[src/bre_pkg.sv]
// ----------------------------------------------------------------------------
// bre_pkg: shared types and codes for the RLE8 decoder
// Result word layout and the escape codes of the coded stream.
// ----------------------------------------------------------------------------
`default_nettype none

package bre_pkg;

    localparam int BYTE_W = 8;

    // second byte of an escape pair
    localparam logic [BYTE_W-1:0] ESC_EOL   = 8'd0;
    localparam logic [BYTE_W-1:0] ESC_EOB   = 8'd1;
    localparam logic [BYTE_W-1:0] ESC_DELTA = 8'd2;

    // delta escape carries two offset bytes
    localparam logic [1:0] DELTA_BYTES = 2'd2;

    typedef struct packed {
        logic              valid;
        logic [BYTE_W-1:0] value;
        logic [BYTE_W-1:0] count;
        logic              eob;
    } t_result;

endpackage

`default_nettype wire

[src/bre_decode.sv]
// ----------------------------------------------------------------------------
// bre_decode: RLE8 stream state and per-byte decode
// Holds the parse state and turns one coded byte into zero or one result.
// ----------------------------------------------------------------------------
`default_nettype none

module bre_decode (
    input  wire logic                      i_clk,
    input  wire logic                      i_rst_n,
    input  wire logic                      i_fire,
    input  wire logic [bre_pkg::BYTE_W-1:0] i_byte,
    output bre_pkg::t_result               o_res
);
    import bre_pkg::*;

    typedef enum logic [2:0] {
        PH_COUNT   = 3'd0,
        PH_VALUE   = 3'd1,
        PH_ESCAPE  = 3'd2,
        PH_SKIP    = 3'd3,
        PH_LITERAL = 3'd4,
        PH_PAD     = 3'd5
    } t_phase;

    t_phase            r_phase, n_phase;
    logic [BYTE_W-1:0] r_pending, n_pending;
    logic [BYTE_W-1:0] r_lit_left, n_lit_left;
    logic              r_pad, n_pad;
    logic [1:0]        r_skip, n_skip;

    always_comb begin
        n_phase    = r_phase;
        n_pending  = r_pending;
        n_lit_left = r_lit_left;
        n_pad      = r_pad;
        n_skip     = r_skip;
        o_res      = '0;

        unique case (r_phase)
            PH_VALUE: begin
                o_res.valid = 1'b1;
                o_res.value = i_byte;
                o_res.count = r_pending;
                n_pending   = '0;
                n_phase     = PH_COUNT;
            end
            PH_ESCAPE: begin
                if (i_byte == ESC_EOB) begin
                    // end of bitmap: report and return to reset state
                    o_res.valid = 1'b1;
                    o_res.eob   = 1'b1;
                    n_phase     = PH_COUNT;
                    n_pending   = '0;
                    n_lit_left  = '0;
                    n_pad       = 1'b0;
                    n_skip      = '0;
                end else if (i_byte == ESC_DELTA) begin
                    n_skip  = DELTA_BYTES;
                    n_phase = PH_SKIP;
                end else if (i_byte == ESC_EOL) begin
                    n_phase = PH_COUNT;
                end else begin
                    n_lit_left = i_byte;
                    n_pad      = i_byte[0];
                    n_phase    = PH_LITERAL;
                end
            end
            PH_SKIP: begin
                n_skip = r_skip - 2'd1;
                if (n_skip == 2'd0) begin
                    n_phase = PH_COUNT;
                end
            end
            PH_LITERAL: begin
                o_res.valid = 1'b1;
                o_res.value = i_byte;
                o_res.count = BYTE_W'(1);
                n_lit_left  = r_lit_left - BYTE_W'(1);
                if (n_lit_left == '0) begin
                    n_phase = r_pad ? PH_PAD : PH_COUNT;
                    n_pad   = 1'b0;
                end
            end
            PH_PAD: begin
                n_phase = PH_COUNT;
            end
            default: begin
                // count byte, also taken for unused phase codes
                if (i_byte != '0) begin
                    n_pending = i_byte;
                    n_phase   = PH_VALUE;
                end else begin
                    n_phase = PH_ESCAPE;
                end
            end
        endcase

        if (!i_fire) begin
            o_res.valid = 1'b0;
        end
    end

    always_ff @(posedge i_clk) begin
        if (!i_rst_n) begin
            r_phase    <= PH_COUNT;
            r_pending  <= '0;
            r_lit_left <= '0;
            r_pad      <= 1'b0;
            r_skip     <= '0;
        end else if (i_fire) begin
            r_phase    <= n_phase;
            r_pending  <= n_pending;
            r_lit_left <= n_lit_left;
            r_pad      <= n_pad;
            r_skip     <= n_skip;
        end
    end

endmodule

`default_nettype wire

[src/bmp_rle8_decoder_unit.sv]
// ----------------------------------------------------------------------------
// bmp_rle8_decoder_unit: RLE8 coded byte stream to pixel runs
// Path: an accepted byte is held in the input register, decoded, and its result registered in the result register.
// Throughput: one coded byte per cycle unless the output side stalls; the decode step is combinational.
// Reset: synchronous, active low; clears both stage valids and parse state.
// Stall from the output side reaches the input stall in the same cycle.
// ----------------------------------------------------------------------------
`default_nettype none

module bmp_rle8_decoder_unit (
    input  wire logic                       i_clk,
    input  wire logic                       i_rst_n,
    input  wire logic                       i_in_valid,
    output logic                            o_in_stall,
    input  wire logic [bre_pkg::BYTE_W-1:0] i_in_byte,
    output logic                            o_out_valid,
    input  wire logic                       i_out_stall,
    output logic [bre_pkg::BYTE_W-1:0]      o_pixel_value,
    output logic [bre_pkg::BYTE_W-1:0]      o_repeat_count,
    output logic                            o_end_of_bitmap
);
    import bre_pkg::*;

    // input register stage
    logic              r_s1_valid;
    logic [BYTE_W-1:0] r_s1_byte;

    // result register
    logic              r_out_valid;
    logic [BYTE_W-1:0] r_out_value;
    logic [BYTE_W-1:0] r_out_count;
    logic              r_out_eob;

    logic    out_free;   // result register can take a new word this cycle
    logic    s1_fire;    // held byte is decoded and retired this cycle
    logic    in_fire;
    t_result dec_res;

    assign out_free   = !r_out_valid || !i_out_stall;
    assign s1_fire    = r_s1_valid && out_free;
    // held byte blocks the input only while it cannot move on
    assign o_in_stall = r_s1_valid && !out_free;
    assign in_fire    = i_in_valid && !o_in_stall;

    bre_decode u_decode (
        .i_clk   (i_clk),
        .i_rst_n (i_rst_n),
        .i_fire  (s1_fire),
        .i_byte  (r_s1_byte),
        .o_res   (dec_res)
    );

    always_ff @(posedge i_clk) begin
        if (!i_rst_n) begin
            r_s1_valid <= 1'b0;
        end else if (in_fire) begin
            r_s1_valid <= 1'b1;
        end else if (s1_fire) begin
            r_s1_valid <= 1'b0;
        end
    end

    always_ff @(posedge i_clk) begin
        if (in_fire) begin
            r_s1_byte <= i_in_byte;
        end
    end

    always_ff @(posedge i_clk) begin
        if (!i_rst_n) begin
            r_out_valid <= 1'b0;
        end else if (out_free) begin
            // bytes that give no result leave the register empty
            r_out_valid <= s1_fire && dec_res.valid;
        end
    end

    always_ff @(posedge i_clk) begin
        if (out_free && s1_fire && dec_res.valid) begin
            r_out_value <= dec_res.value;
            r_out_count <= dec_res.count;
            r_out_eob   <= dec_res.eob;
        end
    end

    assign o_out_valid     = r_out_valid;
    assign o_pixel_value   = r_out_value;
    assign o_repeat_count  = r_out_count;
    assign o_end_of_bitmap = r_out_eob;

    // end word carries zero value and count
    a_eob_zero : assert property (@(posedge i_clk) disable iff (!i_rst_n)
        (r_out_valid && r_out_eob) |-> (r_out_value == '0 && r_out_count == '0))
        else $error("end word with nonzero payload");

    // a run word always carries a nonzero count
    a_run_count : assert property (@(posedge i_clk) disable iff (!i_rst_n)
        (r_out_valid && !r_out_eob) |-> (r_out_count != '0))
        else $error("run word with zero count");

    // a word held against stall is not dropped
    a_out_hold : assert property (@(posedge i_clk) disable iff (!i_rst_n)
        (r_out_valid && i_out_stall) |=> r_out_valid)
        else $error("stalled result word lost");

    // input is never stalled while output side is free
    a_no_bubble : assert property (@(posedge i_clk) disable iff (!i_rst_n)
        o_in_stall |-> (r_s1_valid && r_out_valid && i_out_stall))
        else $error("input stalled without downstream stall");

endmodule

`default_nettype wire
[config.mk]
export PLATFORM = sky130hd
export DESIGN_NAME = bmp_rle8_decoder_unit
export DESIGN_NICKNAME = d
export VERILOG_FILES = /design/src/bre_pkg.sv /design/src/bre_decode.sv /design/src/bmp_rle8_decoder_unit.sv
export SDC_FILE = /design/constraint.sdc
export NUM_CORES = 1
export LEC_CHECK = 0
export BUFFER_PORTS_ARGS = -buffer_cell sky130_fd_sc_hd__buf_2
export CELL_PAD_IN_SITES_DETAIL_PLACEMENT = 2
export CELL_PAD_IN_SITES_GLOBAL_PLACEMENT = 2
export CORE_UTILIZATION = 40
export CTS_BUF_LIST = sky130_fd_sc_hd__clkbuf_4 sky130_fd_sc_hd__clkbuf_8
export DETAILED_ROUTE_END_ITERATION = 7
export PLACE_DENSITY = 0.95
export SLEW_MARGIN = 20
export SYNTH_ARGS = -nofsm -noshare
export SYNTH_HDL_FRONTEND = slang
export SYNTH_SLANG_ARGS = --single-unit
[constraint.sdc]
create_clock -name i_clk -period 6.1 [get_ports i_clk]
set_input_delay 0.61 -clock i_clk [delete_from_list [all_inputs] [get_ports i_clk]]
set_output_delay 0.61 -clock i_clk [all_outputs]
set_load 0.01 [all_outputs]
==> run_results.csv, run 1 <==
group,metric,value,unit
logic_synthesis,synth-seq-cells,49,
floorplan,num_rows,27,
timing,timing.hold.ws,0.478,ns
worst_setup_path,startpoint_type,"register",
layout,num-fill-cells,614,
detailed_routing,first_pass_iters,4,
worst_setup_path,cp_max_fo,17,
timing,finClkSkew,0.00476,ns
worst_setup_path,path_delay_family,"simple AND/OR/NAND/NOR gates",
floorplan,start_util,42.6,%
clock_tree,root_buffer,"clkbuf_8",
worst_setup_path,worstSetupEndpointType,"register",
logic_synthesis,ys_types,55,
clock_tree,cts_max_level,2,
grt,grt_max_degree,29,
clock_tree,hold_buffers,0,
placement,dpl_worst_slack,3.01,ns
timing,finalWorstSetupSlack,2.94,ns
floorplan,coreArea,5680,sq um
logic_synthesis,synth_edf_count,25,
pwr,p_sw,159,uW
pwr,ir_drop,95.5,uV
clock_tree,clk_latency,0.31,ns
floorplan,die_area,6360,sq um
worst_setup_path,critPathKind,"register to register",
timing,period_share,51.8,%
logic_synthesis,yosysWarnings,0,
grt,antenna_found_initial,0,
logic_synthesis,synthCells,247,
floorplan,die_width,79.7,um
clock_tree,cts_tree,"built",
timing,slew_viol_final,0,
placement,numPortBuffers,30,
layout,multi_input_area,1100,sq um
logic_synthesis,synth-async-reset-ratio,0,%
layout,drive_gt1_share,18.1,%
timing,max_freq,317,MHz
min_path,hold_class,"primary input to register",
detailed_routing,vias,2010,
logic_synthesis,ys_seq_area_share,50.9,%
detailed_routing,post-route-drc-count,0,
pwr,clock_power_share,33.1,%
logic_synthesis,syn_nets,262,
grt,grtUsageMet1,29.9,%
layout,syn2layout_area_growth,11.1,%
worst_setup_path,required,6.05,ns
placement,place.gp.congestion,0.816,
detailed_routing,drt-total-wl,7.55,mm
clock_tree,cts_setup_buffers,0,
detailed_routing,avgViaCountPerCell,5.88,
grt,grt_pass1_wl,12.0,mm
grt,met3_usage,5.26,%
floorplan,die-height,79.7,um
logic_synthesis,synthFlopType,"edfxtp_1",
layout,final_cell_mix,"30 x buf_2, 25 x nand2_1, 25 x edfxtp_1, 24 x dfxtp_1, 22 x o21ai_0",
layout,final_common_cell,"buf_2",
clock_tree,cts_max_path_buffers,2,
timing,rsz0062_at_grt,"no",
clock_tree,cts_buffers,5,
grt,grt.met2_usage,46.2,%
clock_tree,ctsResizeCount,0,
timing,slew_headroom,34.8,%
placement,post-place-cells,334,
grt,grt_usage,26.4,%
logic_synthesis,avgSynthCellArea,9.79,sq um
worst_setup_path,cp_cell_sequence,"inv_1 > nor3_1 > nand2b_1 > nor2_1 > nor2_2",
floorplan,ios,31,
grt,gr-total-overflow,0,
pwr,p_per_area,227,nW/um^2
grt,busiest_layer,"met2",
timing,setup_viol,0,
pwr,p_leak,1.01,nW
detailed_routing,wl_per_cell,22.1,um
clock_tree,clk_pin_slew,0.10,ns
worst_setup_path,slowest_stage,"nor3_1",
worst_setup_path,slowest_delay,0.81,ns
timing,fin_tns_setup,0,ns
clock_tree,cts.sinks,49,
pwr,power_frac_seq,59.8,%
timing,hold_viol,0,
layout,layout.nets,284,
outcome,status,"completed",
timing,finalCriticalPeriod,3.16,ns
pwr,p_int,451,uW
timing,worst_pin_slew,0.971,ns
worst_setup_path,path_buf_inv,1,
run,cap_violations,0,
grt,grt_pass1_vias,2227,
layout,fin_cells,342,
layout,antenna_cells,0,
detailed_routing,drt-initial-drc-count,96,
worst_setup_path,worst-endpoint-arrival,3.11,ns
layout,regArea,1230,sq um
placement,dpl.hpwl,5.30,mm
detailed_routing,postRouteAntennaNets,0,
pwr,p_sw_share,26.1,%
logic_synthesis,syn-cell-area,2420,sq um
pwr,pwr-share-comb,7.2,%
## sequential cells by signal, indices dropped and copies added, names as in the netlist
signal	cells
u_decode.r_phase	3
o_out_valid	1
u_decode.r_pad	1
u_decode.r_lit_left	8
r_s1_byte	8
o_end_of_bitmap	1
o_repeat_count	8
u_decode.r_skip	2
r_s1_valid	1
u_decode.r_pending	8
o_pixel_value	8
## final timing paths
kind                              start                    end  slack, ns  depth (start not counted)
setup / recovery    u_decode.r_phase[0]      o_repeat_count[4]       2.94                          5
setup reg to reg    u_decode.r_phase[0]      o_repeat_count[4]       2.94                          5
hold / removal             i_in_byte[4]           r_s1_byte[4]       0.48                          1
hold reg to reg   u_decode.r_pending[1]  u_decode.r_pending[1]       0.49                          2
## power groups by stage
stage	clock (mW)	combinational [mW]	sequential (mW)
final	0.202	0.0438	0.365
after global routing	0.218	0.0476	0.366
after CTS	0.209	0.0438	0.365
after detailed placement	0	0.0428	0.372
after global placement	0	0.0396	0.370
after floorplan	0	0.0309	0.365
## layout make-up
class,instances,share of cell area [%]
clock buffer,5,2.56
multi-input combinational,177,41.0
timing repair buffer,30,5.59
tap,72,3.36
clock inverter,3,0.792
inverter,6,0.839
sequential,49,45.9
## layer usage
| layer | vias up | part of all wire, % |
|---|---|---|
| met1 | 993 | 41 |
| met3 | 24 | 4.4 |
| met2 | 63 | 50 |
| met5 | - | 0 |
| met4 | 0 | 4.4 |
| li1 | 930 | - |
## kinds of logic (layout without fill, tap and decap cells)
kind of cell             Yosys count  in the layout  synth area share (%)
adder cells (fa/ha/maj)            3              3                  1.55
buffers and inverters             21             44                  3.62
multiplexers                       5              5                  2.12
AND/OR/NAND/NOR                  105            105                  22.5
AO/OA/AOI/OAI                     60             60                  17.9
flip-flops                        49             49                  50.9
XOR/XNOR                           4              4                  1.45
## synthesized netlist by cell type, drive strengths merged (3+ instances only)
cell type	instances	area share, %
edfxtp	25	31
nand2	25	3.9
dfxtp	24	20
o21ai	23	4.9
nor2	20	3.1
and2	16	4.1
nand3	14	2.9
clkbuf	10	1.6
a21boi	8	2.5
inv	6	0.93
nor3	6	1.2
buf	5	1.1
nor2b	5	1.3
a21oi	4	0.83
mux2i	4	1.7
nand2b	4	1.0
ha	3	1.6
o21a	3	0.93
## through the flow
step                cell area [sq um]  util [%]  power [mW]
floorplan                        2420         -       0.396
global placement                 2590      45.7       0.409
detailed placement               2590      45.7       0.415
CTS                              2690      47.3       0.617
global route                     2690      47.3       0.631
finish                           2690      47.3       0.611
No activity file was read; power rests on OpenSTA's default activity.
==> run 2, diff against run 1 <==
--- a/config.mk
+++ b/config.mk
@@ -5,13 +5,14 @@
 export SDC_FILE = /design/constraint.sdc
 export NUM_CORES = 1
 export LEC_CHECK = 0
+export ABC_AREA = 1
 export BUFFER_PORTS_ARGS = -buffer_cell sky130_fd_sc_hd__buf_2
 export CELL_PAD_IN_SITES_DETAIL_PLACEMENT = 2
 export CELL_PAD_IN_SITES_GLOBAL_PLACEMENT = 2
-export CORE_UTILIZATION = 40
+export CORE_UTILIZATION = 36
 export CTS_BUF_LIST = sky130_fd_sc_hd__clkbuf_4 sky130_fd_sc_hd__clkbuf_8
 export DETAILED_ROUTE_END_ITERATION = 7
-export PLACE_DENSITY = 0.95
+export PLACE_DENSITY = 0.94
 export SLEW_MARGIN = 20
 export SYNTH_ARGS = -nofsm -noshare
 export SYNTH_HDL_FRONTEND = slang
==> constraint.sdc (replaced) <==
create_clock -name i_clk -period 3.12 [get_ports i_clk]
set_input_delay 0.312 -clock i_clk [delete_from_list [all_inputs] [get_ports i_clk]]
set_output_delay 0.312 -clock i_clk [all_outputs]
set_load 0.01 [all_outputs]
==> run 2 against run 1 <==
Via count increased by 0.55%. Critical path depth increased by 2. Utilization decreased by 5.2 points. Synthesized area decreased by 1.9%. Setup slack got worse by 2.1 ns. Die area increased by 8.8%. Sequential power increased by 94%. Fmax increased by 40%. Non-clock buffer count unchanged. Hold slack got worse by 0.30 ns. Largest cell class unchanged. Power increased by 97%.
==> run_results.csv, run 2 <==
group,metric,value,unit
min_path,hold_class,"primary input to register",
worst_setup_path,regToRegSetupSlack,0.87,ns
logic_synthesis,yosysWarnings,0,
min_path,min_from,"i_in_byte[6]",
clock_tree,clk_pin_slew,0.09,ns
logic_synthesis,synthFlopType,"edfxtp_1",
pwr,ir_drop,209,uV
detailed_routing,wl_per_cell,19.4,um
clock_tree,cts_max_path_buffers,2,
worst_setup_path,reg2reg_from,"r_s1_byte[2]",
floorplan,die-height,83.2,um
detailed_routing,drt-total-wl,7.59,mm
grt,antenna_found_initial,0,
clock_tree,cts_tree,"built",
worst_setup_path,startpoint_type,"register",
layout,antenna_cells,0,
grt,grt_usage,23.0,%
grt,grt.met2_usage,43.0,%
logic_synthesis,synth_area_leaders,"edfxtp_1 32%, dfxtp_1 20%, nand2_1 7.3%",
clock_tree,root_buffer,"clkbuf_8",
worst_setup_path,slowest_delay,0.55,ns
timing,hold_viol,0,
timing,rsz0062_at_grt,"no",
clock_tree,cts.sinks,49,
grt,busiest_layer,"met2",
pwr,p_per_area,450,nW/um^2
timing,fin_tns_setup,0,ns
worst_setup_path,path_delay_family,"buffers and inverters",
worst_setup_path,worst-endpoint-arrival,2.19,ns
detailed_routing,first_pass_iters,4,
grt,met3_usage,3.88,%
min_path,min_to,"r_s1_byte[6]",
logic_synthesis,synth_largest_area_cell,"edfxtp_1",
worst_setup_path,path_buf_inv,2,
logic_synthesis,synth-seq-cells,49,
outcome,status,"completed",
layout,drive_gt1_share,20.3,%
grt,gr-total-overflow,0,
timing,finalCriticalPeriod,2.25,ns
layout,syn2layout_area_growth,12.6,%
floorplan,num_rows,29,
placement,numPortBuffers,30,
timing,period_share,72.1,%
placement,dpl_worst_slack,0.851,ns
timing,finClkSkew,0.0105,ns
detailed_routing,post-route-drc-count,0,
layout,final_common_cell,"nand2_1",
worst_setup_path,cp_max_fo,17,
floorplan,die_width,83.2,um
grt,grt_max_degree,18,
layout,layout.nets,329,
logic_synthesis,ys_seq_area_share,51.9,%
floorplan,die_area,6920,sq um
logic_synthesis,synth_top_area_share,31.6,%
detailed_routing,drt-initial-drc-count,94,
timing,slew_viol_final,0,
timing,worst_pin_slew,0.700,ns
worst_setup_path,cp_cell_sequence,"inv_1 > nand2_1 > nor3_2 > nand2_2 > nor2_1 > o21ai_0 > inv_1",
placement,dpl.hpwl,5.81,mm
clock_tree,cts_buffers,5,
pwr,p_leak,1.13,nW
floorplan,start_util,37.4,%
logic_synthesis,synth_most_common_cell,"nand2_1",
worst_setup_path,r2r-end,"o_repeat_count[7]",
logic_synthesis,avgSynthCellArea,8.41,sq um
clock_tree,clk_latency,0.30,ns
detailed_routing,avgViaCountPerCell,5.16,
timing,max_freq,445,MHz
grt,grt_pass1_vias,2262,
logic_synthesis,syn-cell-area,2370,sq um
min_path,holdPathStages,1,
worst_setup_path,cpMostUsedCell,"inv_1",
timing,setup_viol,0,
floorplan,ios,31,
worst_setup_path,required,3.06,ns
logic_synthesis,synth_commonest_cells,"46 x nand2_1, 42 x inv_1, 37 x nor2_1",
logic_synthesis,syn_nets,297,
clock_tree,cts_setup_buffers,0,
clock_tree,ctsResizeCount,0,
timing,slew_headroom,53.3,%
timing,finalWorstSetupSlack,0.871,ns
placement,place.gp.congestion,0.845,
worst_setup_path,critPathKind,"register to register",
layout,final_cell_mix,"46 x nand2_1, 42 x inv_1, 37 x nor2_1, 30 x buf_2, 25 x edfxtp_1",
clock_tree,cts_max_level,2,
logic_synthesis,ys_types,31,
worst_setup_path,worstSetupEndpointType,"register",
grt,grt_pass1_wl,12.0,mm
logic_synthesis,synth-async-reset-ratio,0,%
logic_synthesis,synth_edf_count,25,
run,cap_violations,0,
detailed_routing,vias,2021,
detailed_routing,postRouteAntennaNets,0,
worst_setup_path,slowest_stage,"inv_1",
clock_tree,hold_buffers,0,
floorplan,coreArea,6350,sq um
grt,grtUsageMet1,26.1,%
worst_setup_path,rr_worst_depth,7,
logic_synthesis,synthCells,282,
-- run 2: worst max-delay path by stage --
stage | start | endpoint | depth (start not counted)
after floorplan | r_s1_byte[5] | o_end_of_bitmap | 7
after global placement | r_s1_byte[5] | o_pixel_value[4] | 7
after detailed placement | r_s1_byte[5] | o_pixel_value[7] | 7
after CTS | r_s1_byte[5] | o_pixel_value[7] | 7
after global routing | r_s1_byte[6] | o_repeat_count[7] | 7
final | r_s1_byte[2] | o_repeat_count[7] | 7
-- run 2: metal layers --
metal,routed length [um],part of all wire (%),vias to the layer above
met1,3040,40,979
li1,-,-,973
met2,4080,54,46
met4,246,3.2,0
met5,0,0,-
met3,215,2.8,23
-- run 2: cell type report --
class                   instances  area [sq um]
fillers                       729          3680
inverters                      49           188
repair buffers                 30           150
clock buffers                   7          83.8
multi-input cells             179           915
well taps                      77          96.3
flip-flops and latches         49          1230
clock inverters                 1          7.51
-- run 2: through the flow --
stage	util, %	std cells	total power, mW	instance area, sq um	hold WS [ns]
floorplan	-	282	0.783	2370	0.411
global placement	40.6	384	0.813	2580	0.445
detailed placement	40.6	384	0.826	2580	0.458
CTS	42.1	392	1.21	2670	0.175
global route	42.1	392	1.25	2670	0.164
finish	42.1	392	1.20	2670	0.177
-- run 2: power breakdown --
group	internal, mW	switching, mW
sequential	0.696	0.0124
clock	0.177	0.216
combinational	0.0298	0.0720
-- run 2: cell families after synthesis --
family | count (synthesis) | synth area share [%]
fa+ha+maj | 3 | 1.58
simple gates | 130 | 26.2
compound gates | 44 | 9.97
xor+xnor | 1 | 0.369
buf+inv | 54 | 9.55
mux | 1 | 0.475
flops | 49 | 51.9
-- run 2: worst reg2reg max path, stage by stage (launching register included) --
cell and delay, ns:
edfxtp_1 0.46, inv_1 0.12, nand2_1 0.12, nor3_2 0.14, nand2_2 0.14, nor2_1 0.18, o21ai_0 0.16, inv_1 0.55
==> run 3, diff against run 2 <==
==> constraint.sdc (replaced) <==
create_clock -name i_clk -period 2.2 [get_ports i_clk]
set_input_delay 0.22 -clock i_clk [delete_from_list [all_inputs] [get_ports i_clk]]
set_output_delay 0.22 -clock i_clk [all_outputs]
set_load 0.01 [all_outputs]
==> run 3 against run 2 <==
Sequential share of layout area shrank 0.81 points. Sequential power up 42%. Wire length increased by 9.8%. First-iteration DRC count up 31%. Critical path type unchanged. Count of clock-buffer cells in the layout shrank 1. Die area is the same. Register-to-register slack worse by 0.72 ns. Setup slack worse by 0.72 ns.
==> run_results.csv, run 3 (synthesized netlist as in run 2, its figures left out) <==
group,metric,value,unit
outcome,status,"completed",
layout,fin_cells,394,
timing,slew_headroom,59.4,%
pwr,finalPower,1.86,mW
grt,antenna_found_initial,0,
placement,dpl.hpwl,6.03,mm
placement,post-place-cells,386,
worst_setup_path,startpoint_type,"register",
timing,finClkSkew,0.0142,ns
clock_tree,cts_tree,"built",
grt,grt_max_degree,18,
worst_setup_path,cpMostUsedCell,"nand2_2",
pwr,clock_power_share,37.6,%
grt,grt_pass1_wl,13.5,mm
clock_tree,cts.sinks,49,
timing,slew_viol_final,0,
clock_tree,cts_setup_buffers,0,
timing,worst_pin_slew,0.608,ns
detailed_routing,post-route-drc-count,0,
layout,drive_gt1_share,20.8,%
clock_tree,root_buffer,"clkbuf_8",
timing,fin_tns_setup,0,ns
floorplan,start_util,37.4,%
pwr,p_leak,1.16,nW
worst_setup_path,regToRegSetupSlack,0.15,ns
layout,final_cell_mix,"46 x nand2_1, 42 x inv_1, 37 x nor2_1, 30 x buf_2, 25 x edfxtp_1",
pwr,pwr-share-comb,8.1,%
detailed_routing,drt-total-wl,8.33,mm
layout,final_common_cell,"nand2_1",
timing,max_freq,489,MHz
layout,final_core_util,42.8,%
detailed_routing,first_pass_iters,4,
clock_tree,hold_buffers,0,
clock_tree,cts_max_path_buffers,2,
pwr,p_int,1.40,mW
grt,grt_pass1_vias,2463,
grt,gr-total-overflow,0,
worst_setup_path,critPathKind,"register to register",
clock_tree,clk_latency,0.31,ns
run,cap_violations,0,
clock_tree,cts_max_level,2,
grt,grt_usage,26.0,%
worst_setup_path,required,2.20,ns
pwr,p_sw,454,uW
placement,place.gp.congestion,0.783,
floorplan,coreArea,6350,sq um
placement,numPortBuffers,30,
timing,rsz0062_at_grt,"no",
floorplan,die-height,83.2,um
floorplan,die_area,6920,sq um
timing,period_share,93.0,%
detailed_routing,drt-initial-drc-count,123,
clock_tree,clk_pin_slew,0.10,ns
detailed_routing,avgViaCountPerCell,5.35,
timing,hold_viol,0,
floorplan,num_rows,29,
worst_setup_path,worst-endpoint-arrival,2.05,ns
pwr,power_frac_seq,54.3,%
pwr,ir_drop,359,uV
clock_tree,cts_buffers,5,
timing,finalCriticalPeriod,2.05,ns
layout,syn2layout_area_growth,14.6,%
floorplan,die_width,83.2,um
min_path,hold_class,"primary input to register",
worst_setup_path,worstSetupEndpointType,"register",
detailed_routing,postRouteAntennaNets,0,
timing,setup_viol,0,
timing,timing.hold.ws,0.0772,ns
pwr,p_sw_share,24.5,%
layout,antenna_cells,0,
pwr,p_per_area,682,nW/um^2
layout,layout.nets,331,
worst_setup_path,slowest_stage,"edfxtp_1",
clock_tree,ctsResizeCount,0,
detailed_routing,wl_per_cell,21.1,um
detailed_routing,vias,2109,
worst_setup_path,cp_max_fo,17,
floorplan,ios,31,
worst_setup_path,cp_cell_sequence,"inv_2 > nand2_2 > nor3_4 > nand2_2 > nor2_1 > o21ai_0 > inv_1 > buf_6",
layout,num-fill-cells,706,
worst_setup_path,slowest_delay,0.47,ns
run 3: cell types whose count changed in the layout (fill, tap and decap cells not counted):
cell and change:
buf_4 +1, buf_6 +1, bufinv_16 +1, clkbuf_4 -2
clkbuf_8 +1
run 3: per-stage QoR:
stage	area, sq um	setup slack, ns
global placement	2590	0.433
detailed placement	2590	0.191
CTS	2720	0.120
floorplan	2370	0.434
finish	2720	0.154
global route	2720	0.0117
run 3: final timing paths:
check                           cells past startpoint           start                 to
worst max register to register                      8    r_s1_byte[6]  o_repeat_count[0]
worst max-delay path                                8    r_s1_byte[6]  o_repeat_count[0]
worst min register to register                      2  u_decode.r_pad     u_decode.r_pad
worst min-delay path                                1    i_in_byte[0]       r_s1_byte[0]
run 3: worst max-delay path: cells and delay by family, from the launching register on:
| kind | cells | cell delay (ns) |
|---|---|---|
| AO/OA/AOI/OAI | 1 | 0.16 |
| AND/OR/NAND/NOR | 4 | 0.67 |
| buffers and inverters | 3 | 0.42 |
| flip-flops | 1 | 0.47 |
run 3: power by group through the flow:
stage / clock network, mW / registers [mW] / logic [mW]
6_report: 0.698 / 1.01 / 0.150
5_1_grt: 0.730 / 1.01 / 0.166
4_1_cts: 0.706 / 1.01 / 0.150
3_5_place_dp: 0 / 1.03 / 0.144
3_3_place_gp: 0 / 1.02 / 0.130
2_1_floorplan: 0 / 1.02 / 0.0866
run 3: area by class of cell:
type                            instances  area, sq um  share of cell area, %
Inverter                               49          188                   6.90
Tap cell                               77         96.3                   3.54
Multi-Input combinational cell        179          915                   33.6
Clock buffer                            6         82.6                   3.04
Clock inverter                          2         37.5                   1.38
Timing Repair Buffer                   32          169                   6.21
Sequential cell                        49         1230                   45.3
run 3: routing by layer:
| layer | vias to the layer above | share of wire (%) | global-route usage, % |
|---|---|---|---|
| met5 | - | 0 | 0 |
| met4 | 0 | 3.4 | 11.1 |
| met3 | 20 | 2.7 | 3.48 |
| met2 | 46 | 54 | 48.2 |
| met1 | 1064 | 40 | 29.7 |
| li1 | 979 | - | - |
